===== src/rtl/core/wlan_frame_descrambler_defines.svh =====
// ---------------------------------------------------------------------------
// wlan frame descrambler assertion macros
// shared concurrent assertion forms, clocked on clk, disabled in reset
// ---------------------------------------------------------------------------
`ifndef WLAN_FRAME_DESCRAMBLER_DEFINES_SVH
`define WLAN_FRAME_DESCRAMBLER_DEFINES_SVH

// same-cycle implication
`define WFD_ASSERT_SAME(label, ante, cons, msg) \
  label: assert property (@(posedge clk) disable iff (!rst_n) (ante) |-> (cons)) \
    else $error(msg);

// next-cycle implication
`define WFD_ASSERT_NEXT(label, ante, cons, msg) \
  label: assert property (@(posedge clk) disable iff (!rst_n) (ante) |=> (cons)) \
    else $error(msg);

`endif


===== src/rtl/core/wfd_pkg.sv =====
// ---------------------------------------------------------------------------
// wfd_pkg
// widths and constants of the 802.11 frame descrambler
// ---------------------------------------------------------------------------
`timescale 1ns / 1ps

package wfd_pkg;

  localparam int PSDU_W     = 12;
  localparam int IDX_W      = 13;
  localparam int CNT_W      = 16;
  localparam int LFSR_W     = 7;
  localparam int BYTE_W     = 8;
  localparam int CFG_DATA_W = 32;
  localparam int CFG_ADDR_W = 3;

  localparam logic [PSDU_W-1:0] PSDU_RESET = 12'd28;
  localparam logic [IDX_W-1:0]  MSG_FIRST  = 13'd26;
  localparam logic [IDX_W:0]    MSG_TAIL   = 14'd3;
  localparam logic [CNT_W-1:0]  SEED_BITS  = 16'd7;
  localparam logic [CNT_W-1:0]  FRAME_BITS_MAX = 16'd32776;

  // register index, taken from paddr word bit
  localparam logic REG_PAYLOAD_LEN = 1'b0;

  typedef logic [LFSR_W-1:0] lfsr_t;
  typedef logic [CNT_W-1:0]  bit_count_t;

endpackage


===== src/rtl/core/wfd_if.sv =====
// ---------------------------------------------------------------------------
// wfd channel interfaces
// valid/ready channels for scrambled bits in and descrambled words out
// ---------------------------------------------------------------------------
`timescale 1ns / 1ps

interface wfd_in_if import wfd_pkg::*; ();
  logic valid;
  logic ready;
  logic data_bit;
  logic frame_start;

  modport source (output valid, output data_bit, output frame_start, input ready);
  modport sink   (input valid, input data_bit, input frame_start, output ready);
endinterface

interface wfd_out_if import wfd_pkg::*; ();
  logic              valid;
  logic              ready;
  logic [BYTE_W-1:0] byte_value;
  logic [IDX_W-1:0]  byte_index;
  logic              in_message;
  logic              last;

  modport source (output valid, output byte_value, output byte_index,
                  output in_message, output last, input ready);
  modport sink   (input valid, input byte_value, input byte_index,
                  input in_message, input last, output ready);
endinterface


===== src/rtl/core/wlan_frame_descrambler.sv =====
// ---------------------------------------------------------------------------
// wlan_frame_descrambler
// 802.11 x^7+x^4+1 descrambler, one bit per word in, one byte per word out
// ---------------------------------------------------------------------------
// Takes one scrambled bit per cycle while in_ch.ready is high, LSB-first
// within each byte after the seed, and registers each descrambled byte as the
// bit that completes it is taken, with its index, a message-window flag (bytes
// 26 to payload length - 3) and a last flag on byte payload length + 1. The
// first seven bits of a frame seed the LFSR and form bits 6..0 of byte 0, in
// that order; bits past (payload length + 2) * 8 are taken and dropped until
// frame_start. The LFSR, bit counter and byte accumulator update together on
// each bit taken inside the frame. While a finished byte waits in the output
// register, bits keep entering until the one that would complete the next
// byte, which stalls until the waiting byte is taken. The payload length
// register sits at byte address 0 and should be written while no frame is in flight.
`timescale 1ns / 1ps

`include "wlan_frame_descrambler_defines.svh"

module wlan_frame_descrambler
  import wfd_pkg::*;
(
  input  logic                  clk,
  input  logic                  rst_n,
  wfd_in_if.sink                in_ch,
  wfd_out_if.source             out_ch,
  input  logic                  psel,
  input  logic                  penable,
  input  logic                  pwrite,
  input  logic [CFG_ADDR_W-1:0] paddr,
  input  logic [CFG_DATA_W-1:0] pwdata,
  output logic [CFG_DATA_W-1:0] prdata,
  output logic                  pready
);

  logic [PSDU_W-1:0] psdu_r;
  lfsr_t             lfsr_r, lfsr_nxt;
  bit_count_t        bit_count_r;
  logic [BYTE_W-1:0] acc_r, acc_nxt;

  logic              out_valid_r;
  logic [BYTE_W-1:0] byte_value_r;
  logic [IDX_W-1:0]  byte_index_r;
  logic              in_message_r;
  logic              last_r;

  logic              in_fire;
  bit_count_t        pos;
  bit_count_t        total_bits;
  logic              active;
  logic              emit;
  lfsr_t             lfsr_base;
  logic [BYTE_W-1:0] acc_base;
  logic              fb;
  logic [IDX_W-1:0]  idx;
  logic              in_msg;
  logic              is_last;

  // config port
  assign pready = 1'b1;
  assign prdata = (paddr[2] == REG_PAYLOAD_LEN) ?
                  {{(CFG_DATA_W-PSDU_W){1'b0}}, psdu_r} : '0;

  always_ff @(posedge clk) begin
    if (!rst_n) begin
      psdu_r <= PSDU_RESET;
    end else if (psel && penable && pwrite && paddr[2] == REG_PAYLOAD_LEN) begin
      psdu_r <= pwdata[PSDU_W-1:0];
    end
  end

  // datapath
  // only a bit that can finish a byte, or a frame_start bit in that position, has to wait for the output register
  assign in_ch.ready = !out_valid_r || out_ch.ready || (bit_count_r[2:0] != 3'd7);
  assign in_fire     = in_ch.valid && in_ch.ready;

  always_comb begin
    pos        = in_ch.frame_start ? '0 : bit_count_r;
    total_bits = (CNT_W'(psdu_r) + CNT_W'(2)) << 3;
    active     = pos < total_bits;
    emit       = (pos[2:0] == 3'd7);
    lfsr_base  = (pos == '0) ? '0 : lfsr_r;
    acc_base   = (pos == '0) ? '0 : acc_r;
    fb         = lfsr_base[6] ^ lfsr_base[3];
    if (pos < SEED_BITS) begin
      lfsr_nxt = lfsr_base | ({in_ch.data_bit, 6'b0} >> pos[2:0]);
      acc_nxt  = {1'b0, lfsr_nxt};
    end else begin
      lfsr_nxt = {lfsr_base[LFSR_W-2:0], fb};
      acc_nxt  = acc_base | ({7'b0, fb ^ in_ch.data_bit} << pos[2:0]);
    end
    idx     = pos[CNT_W-1:3];
    in_msg  = (idx >= MSG_FIRST) && ((14'(idx) + MSG_TAIL) <= 14'(psdu_r));
    is_last = (idx == (IDX_W'(psdu_r) + IDX_W'(1)));
  end

  always_ff @(posedge clk) begin
    if (!rst_n) begin
      lfsr_r      <= '0;
      bit_count_r <= '0;
      acc_r       <= '0;
    end else if (in_fire && active) begin
      lfsr_r      <= lfsr_nxt;
      bit_count_r <= pos + CNT_W'(1);
      acc_r       <= emit ? '0 : acc_nxt;
    end
  end

  // output register
  always_ff @(posedge clk) begin
    if (!rst_n) begin
      out_valid_r <= 1'b0;
    end else if (in_fire && active && emit) begin
      out_valid_r <= 1'b1;
    end else if (out_ch.ready) begin
      out_valid_r <= 1'b0;
    end
  end

  always_ff @(posedge clk) begin
    if (in_fire && active && emit) begin
      byte_value_r <= acc_nxt;
      byte_index_r <= idx;
      in_message_r <= in_msg;
      last_r       <= is_last;
    end
  end

  assign out_ch.valid      = out_valid_r;
  assign out_ch.byte_value = byte_value_r;
  assign out_ch.byte_index = byte_index_r;
  assign out_ch.in_message = in_message_r;
  assign out_ch.last       = last_r;

  // checks
  `WFD_ASSERT_SAME(a_count_bound, 1'b1, bit_count_r <= FRAME_BITS_MAX,
    "bit counter ran past the longest frame")
  `WFD_ASSERT_NEXT(a_start_count, in_fire && in_ch.frame_start, bit_count_r == CNT_W'(1),
    "frame start did not restart the bit counter")
  `WFD_ASSERT_SAME(a_last_not_msg, out_valid_r && last_r, !in_message_r,
    "last byte flagged inside message window")
  `WFD_ASSERT_SAME(a_msg_index, out_valid_r && in_message_r, byte_index_r >= MSG_FIRST,
    "message flag below first message byte")

endmodule


===== src/flat_wrapper.sv =====
// flat-port wrapper written by rule: the top's interface ports become plain ports
module wlan_frame_descrambler_flat import wfd_pkg::*;
  (clk, rst_n, psel, penable, pwrite, paddr, pwdata, prdata, pready, in_ch_valid, in_ch_data_bit, in_ch_frame_start, in_ch_ready, out_ch_valid, out_ch_byte_value, out_ch_byte_index, out_ch_in_message, out_ch_last, out_ch_ready);
  wfd_in_if in_ch_i ();
  wfd_out_if out_ch_i ();
  input  logic clk;
  input  logic rst_n;
  input  logic psel;
  input  logic penable;
  input  logic pwrite;
  input  logic [CFG_ADDR_W-1:0] paddr;
  input  logic [CFG_DATA_W-1:0] pwdata;
  output logic [CFG_DATA_W-1:0] prdata;
  output logic pready;
  input wire logic [$bits(in_ch_i.valid)-1:0] in_ch_valid;
  input wire logic [$bits(in_ch_i.data_bit)-1:0] in_ch_data_bit;
  input wire logic [$bits(in_ch_i.frame_start)-1:0] in_ch_frame_start;
  output wire logic [$bits(in_ch_i.ready)-1:0] in_ch_ready;
  output wire logic [$bits(out_ch_i.valid)-1:0] out_ch_valid;
  output wire logic [$bits(out_ch_i.byte_value)-1:0] out_ch_byte_value;
  output wire logic [$bits(out_ch_i.byte_index)-1:0] out_ch_byte_index;
  output wire logic [$bits(out_ch_i.in_message)-1:0] out_ch_in_message;
  output wire logic [$bits(out_ch_i.last)-1:0] out_ch_last;
  input wire logic [$bits(out_ch_i.ready)-1:0] out_ch_ready;
  assign in_ch_i.valid = in_ch_valid;
  assign in_ch_i.data_bit = in_ch_data_bit;
  assign in_ch_i.frame_start = in_ch_frame_start;
  assign in_ch_ready = in_ch_i.ready;
  assign out_ch_valid = out_ch_i.valid;
  assign out_ch_byte_value = out_ch_i.byte_value;
  assign out_ch_byte_index = out_ch_i.byte_index;
  assign out_ch_in_message = out_ch_i.in_message;
  assign out_ch_last = out_ch_i.last;
  assign out_ch_i.ready = out_ch_ready;
  wlan_frame_descrambler u_core (.clk(clk), .rst_n(rst_n), .in_ch(in_ch_i), .out_ch(out_ch_i), .psel(psel), .penable(penable), .pwrite(pwrite), .paddr(paddr), .pwdata(pwdata), .prdata(prdata), .pready(pready));
endmodule

===== config.mk =====
export PLATFORM = sky130hd
export DESIGN_NAME = wlan_frame_descrambler_flat
export DESIGN_NICKNAME = d
export VERILOG_FILES = /design/src/rtl/core/wfd_pkg.sv /design/src/rtl/core/wfd_if.sv /design/src/rtl/core/wlan_frame_descrambler.sv /design/src/flat_wrapper.sv
export VERILOG_INCLUDE_DIRS = /design/src /design/src/rtl/core
export SDC_FILE = /design/constraint.sdc
export NUM_CORES = 1
export LEC_CHECK = 0
export BUFFER_PORTS_ARGS = -buffer_cell sky130_fd_sc_hd__buf_2
export CORE_ASPECT_RATIO = 0.8
export CORE_MARGIN = 10
export CORE_UTILIZATION = 35
export CTS_CLUSTER_DIAMETER = 60
export CTS_CLUSTER_SIZE = 12
export DETAILED_ROUTE_END_ITERATION = 8
export MAX_ROUTING_LAYER = met4
export PLACE_DENSITY_LB_ADDON = 0.25
export SYNTH_ARGS = -nofsm -noshare
export SYNTH_HDL_FRONTEND = slang
export SYNTH_SLANG_ARGS = --single-unit

===== constraint.sdc =====
create_clock -name clk -period 5.8 [get_ports clk]
set_input_delay 0.87 -clock clk [delete_from_list [all_inputs] [get_ports clk]]
set_output_delay 0.87 -clock clk [all_outputs]
set_load 0.02 [all_outputs]

Word-level counts from Yosys, hierarchy flattened:

Index checks and enable logic that the tools add are counted.

* word-level logic and storage cells: 48
* register bits: 67
* output and inout port bits: 58
* input bits: 44

* reductions and logical operators: 12
* mux-type cells: 9
* bitwise logic cells: 5
* add/sub/neg operators: 4
* shifts and indexed selects: 2
* $lt $le $gt $ge: 4
* equal/unequal tests: 3

Operators by type and width (number)
* $mux W8: 3
* $add A16 B1 Y16 const B: 1
* $logic_not A16 Y1: 1
* $lt A16 B16 Y1: 1
* $lt A16 B3 Y1 const B: 1
* $mux W16: 1
* $add A13 B2 Y14 const B: 1
* $le A14 B12 Y1: 1
* $mux W7: 2
* $add A12 B1 Y13 const B: 1
* $add A12 B2 Y13 const B: 1
* $eq A13 B13 Y1: 1
* $ge A13 B5 Y1 const B: 1
* $mux W12: 1
* $or A8 B8 Y8: 1
* $shl A1 B3 Y8: 1
* $logic_and A1 B1 Y1: 7
* $or A7 B7 Y7: 1
* $shr A7 B3 Y7: 1
* $eq A3 B3 Y1 const B: 1
* $ne A3 B3 Y1 const B: 1
* $logic_or A1 B1 Y1: 2
* $mux W1: 2
* $reduce_bool A2 Y1: 1
* 3 further kinds: 4

Logic depth before layout (Yosys ltp):

* depth after elaboration: 9
* depth in mapped cells: 15
* gate-level depth less buffers: 12

Least setup slack after synthesis:

OpenSTA, ideal clock, no wires.

* path type: in2reg
* from: in in_ch_frame_start
* to: reg u_core.byte_index_r[0] (netlist: u_core.out_ch.byte_index[0]), enable pin
* data arrival time: 3.944 ns
* required time: 5.396 ns
* path slack: 1.451 ns
* setup time: 0.404 ns
* stages: 10
* buffers on the path: 3
* path through: clkbuf_1 -> buf_1 -> nor2b_1 -> ha_1 -> and3_1 -> a22o_1 -> o31ai_1 -> o211ai_2 -> buf_2 -> nor2_1

* cells in the longest elaborated chain, start to end: 4
* elaborated cells between the ends (all ways): 5
* those cells by class: 1 x order compare; 1 x eq/ne; 1 x mux; 2 x reduce/logical

RTL lines
* from (decl): RTL line flat_wrapper.sv:17 `input wire logic [$bits(in_ch_i.frame_start)-1:0] in_ch_frame_start;`
* $mux W16: RTL line wlan_frame_descrambler.sv:78 `pos = in_ch.frame_start ? '0 : bit_count_r;`
* via u_core.pos[10]: RTL line wlan_frame_descrambler.sv:48 `bit_count_t pos;`
* $lt A16 B16 Y1: RTL line wlan_frame_descrambler.sv:80 `active = pos < total_bits;`
* $logic_and A1 B1 Y1 (2 in series): RTL line wlan_frame_descrambler.sv:121 `if (in_fire && active && emit) begin`
* to (signal assigned): RTL line wlan_frame_descrambler.sv:123 `byte_index_r <= idx;`
* to (decl): RTL line wlan_frame_descrambler.sv:43 `logic [IDX_W-1:0] byte_index_r;`

The timed path passes the listed nets, and every way through them passes these cells.
A chain may end at the register's enable or synchronous reset.

Final worst setup path:

* from: in in_ch_frame_start
* to: reg u_core.bit_count_r[4]

* cells in the longest elaborated chain, start to end: 3
* elaborated cells between the ends (all ways): 4
* those cells by class: 1 x add/sub; 1 x order compare; 1 x mux; 1 x reduce/logical

RTL lines
* $mux W16 (*): RTL line wlan_frame_descrambler.sv:78
* $lt A16 B16 Y1: RTL line wlan_frame_descrambler.sv:80
* $logic_and A1 B1 Y1: RTL line wlan_frame_descrambler.sv:102 `end else if (in_fire && active) begin`
* to (signal assigned): RTL line wlan_frame_descrambler.sv:104 `bit_count_r <= pos + CNT_W'(1);`
* to (decl): RTL line wlan_frame_descrambler.sv:38 `bit_count_t bit_count_r;`

Every way passes the cells marked *; elsewhere a longest branch is shown, timed or not.

==> results.py <==
metrics = {
    "timing": {
        "fin_crit_ns": 4.08,
        "setup_viol": 0,
        "drv_slew": 0,
        "grt_setup_unrepaired": "false",
        "slew_headroom_pct": 34.3,
        "setup-tns-final_ns": 0,
        "final-hold-violation-count": 0,
        "tightest_slew_ns": 0.982,
        "fin_ws_ns": 1.72,
        "period_share_pct": 70.3,
        "clock_skew_ns": 0.00896,
        "timing.fmax_mhz": 245,
    },
    "clock_tree": {
        "ctsRootBufferMaster": "clkbuf_16",
        "tritoncts": "yes",
        "clkTransAtPathRegs_ns": 0.06,
        "cts_resized": 0,
        "htreeDepth": 3,
        "clockBufferDepth": 2,
        "numClockSinks": 67,
        "clkLatencyLatePin_ns": 0.34,
        "cts_post_setup_buffers_inserted": 0,
        "cts_hold_buf": 0,
        "cts_made_buffers": 9,
    },
    "synthesis": {
        "netlist_area_um2": 4700,
        "syn_avg_cell_area_um2": 8.33,
        "async_flop_share_pct": 0,
        "synthFlopType": "dfxtp_1",
        "synth-edff-count": 23,
        "yosysSeqAreaShare_pct": 33.4,
        "synth_cell_types": 67,
        "syn_inst": 564,
        "yosysWarnings": 0,
        "ys_ff_latch": 67,
    },
    "global_route": {
        "grt_pass1_vias": 3944,
        "grt-ovfl-total": 0,
        "antenna_found_initial": 0,
        "grt_pass1_wl_um": 20600,
        "grt_usage_pct": 14.2,
        "grt_max_degree": 42,
    },
    "placed_design": {
        "io_buffer_count": 58,
        "place_ws_ns": 1.43,
        "post-dp-hpwl_um": 9560,
        "routabilityCongestion": 0.949,
    },
    "final_layout": {
        "final_nets": 675,
        "antenna_cells": 0,
        "area_delta_synth_final_pct": 13.0,
        "drive_above_1_share_pct": 15.0,
    },
    "worst_setup_path": {
        "worst-setup-path-type": "primary input to flop",
        "worst-path-max-fanout": 41,
        "cpMaxStageDelayCell": "nor2b_1",
        "crit_chain": "buf_2, buf_4, nor2b_1, ha_1, and3_1, a22o_1, o31ai_1, o211ai_2, buf_4, or3_1, a31oi_1",
        "reg2reg_slack_ns": 1.75,
        "crit_path_start_kind": "primary input",
        "slowest_delay_ns": 0.64,
        "required_ns": 6.07,
        "cpMostUsedCell": "buf_4",
        "crit_arrival_ns": 4.35,
        "end_kind": "flop",
    },
    "die": {
        "core_area_um2": 13000,
        "rows": 37,
        "die_w_um": 150,
        "design.die.area_um2": 18500,
        "die_h_um": 124,
        "initial_utilization_pct": 36.1,
        "ioPinCount": 102,
    },
    "drt": {
        "final_antenna_net_count": 0,
        "routedWlPerCell_um": 16.4,
        "drt-total-wl_um": 12800,
        "drc": 0,
        "drt_iter0_markers": 448,
        "vias_per_cell": 5.35,
        "dr.pass1.iters": 5,
        "vias": 4176,
    },
    "power": {
        "powerDensity_nw_per_um2": 219,
        "peakVddDrop_mv": 0.134,
        "p_leak_nw": 2.13,
    },
    "worst_hold_path": {
        "hp-class": "flop to flop",
    },
    "run_status": {
        "status": "completed",
    },
    "run": {
        "maxCapViolations": 0,
    },
}
-- kinds of logic after synthesis --
group                    after synthesis  share of synthesized area [%]
AND/OR/NAND/NOR                      205                           21.7
buffers and inverters                 80                           8.41
adder cells (fa/ha/maj)               32                           8.49
AO/OA/AOI/OAI                        131                           18.6
multiplexers                          10                           2.26
other                                  2                          0.160
flip-flops                            67                           33.4
XOR/XNOR                              37                           6.90
-- path summary, 6_finish.rpt --
kind / start / endpoint / depth (start not counted)
worst min-delay path: u_core.acc_r[6] / u_core.acc_r[6] / 1
worst max-delay path: in_ch_frame_start / u_core.bit_count_r[4] / 11
worst min register to register: u_core.acc_r[6] / u_core.acc_r[6] / 1
worst max register to register: u_core.psdu_r[6] / u_core.bit_count_r[4] / 12
-- cell usage after synthesis, types with 4 or more instances --
| library cell | count | share of area, % |
|---|---|---|
| edfxtp_1 | 23 | 15 |
| nor3_1 | 12 | 1.3 |
| nand3_1 | 20 | 2.1 |
| inv_1 | 21 | 1.7 |
| buf_2 | 10 | 1.1 |
| nor2b_1 | 19 | 2.5 |
| and4_1 | 4 | 0.75 |
| o21ai_1 | 9 | 0.96 |
| a21oi_1 | 38 | 4.0 |
| nand2b_1 | 6 | 0.80 |
| ha_1 | 31 | 8.3 |
| buf_4 | 22 | 3.5 |
| mux2_2 | 4 | 0.96 |
| nor4_1 | 5 | 0.67 |
| xnor2_1 | 31 | 5.8 |
| a32o_1 | 10 | 2.1 |
| a221oi_1 | 4 | 0.75 |
| a31oi_1 | 4 | 0.53 |
| and3_1 | 8 | 1.1 |
| dfxtp_1 | 44 | 19 |
| o211ai_1 | 7 | 1.1 |
| xor2_1 | 6 | 1.1 |
| nand2_1 | 51 | 4.1 |
| nor2_1 | 53 | 4.2 |
| clkbuf_1 | 22 | 1.8 |
| a21o_1 | 8 | 1.3 |
| nand4_1 | 7 | 0.93 |
| mux2i_1 | 5 | 1.1 |
| o21ai_0 | 21 | 2.2 |
-- flip-flops by register name, summed over array words and instances (netlist names) --
| name | flops |
|---|---|
| u_core.out_ch.byte_index | 13 |
| u_core.psdu_r | 12 |
| u_core.out_ch.last | 1 |
| u_core.bit_count_r | 16 |
| u_core.lfsr_r | 7 |
| u_core.out_ch.byte_value | 8 |
| u_core.acc_r | 8 |
| u_core.out_ch.in_message | 1 |
| u_core.out_ch.valid | 1 |
-- metal layers --
layer  part of all wire, %  track usage, %  wire (µm)  vias to the layer above
met3                   6.9            2.94        879                       14
met5                     0               -          0                        -
met4                   1.4            5.14        176                        0
met2                    42            20.2       5400                      159
met1                    50            19.5       6340                     1955
li1                      -               -          -                     2048
-- critical path, delay by kind of cell --
family          cells  cell delay [ns]
buf+inv             3             0.73
compound gates      4             1.19
simple gates        3             1.16
fa+ha+maj           1             0.37
-- cell type report --
type | instances | area, µm²
timing repair buffer | 63 | 328
multi-input combinational | 436 | 2810
fill | 1289 | 7700
sequential | 67 | 1570
tap | 175 | 219
inverter | 23 | 86.3
clock buffer | 11 | 264
clock inverter | 5 | 33.8
-- power breakdown --
part	switching, mW	internal (mW)
Clock	0.210	0.327
Sequential	0.0116	0.492
Combinational	0.0824	0.0414
Total	0.304	0.860
-- stage by stage --
step	hold slack (ns)	area [µm²]	std cells	total power [mW]	utilization, %
after global routing	0.515	5310	780	1.21	40.8
after global placement	0.484	5010	764	0.632	38.5
after CTS	0.502	5310	780	1.17	40.8
final	0.500	5310	780	1.16	40.8
after floorplan	0.469	4770	583	0.612	-
after detailed placement	0.489	5010	764	0.635	38.5
-- cell usage in the layout (no fill, tap or decap), types with 6 or more instances in the layout --
master / instances
a21o_1: 8
a21oi_1: 38
a32o_1: 10
and3_1: 8
buf_2: 58
clkbuf_16: 10
conb_1: 21
dfxtp_1: 44
edfxtp_1: 23
ha_1: 31
inv_1: 21
nand2_1: 51
nand2b_1: 6
nand3_1: 20
nand4_1: 7
nor2_1: 52
nor2b_1: 19
nor3_1: 12
o211ai_1: 7
o21ai_0: 21
o21ai_1: 9
xnor2_1: 31
xor2_1: 6
No activity file was read; power rests on OpenSTA's default activity.
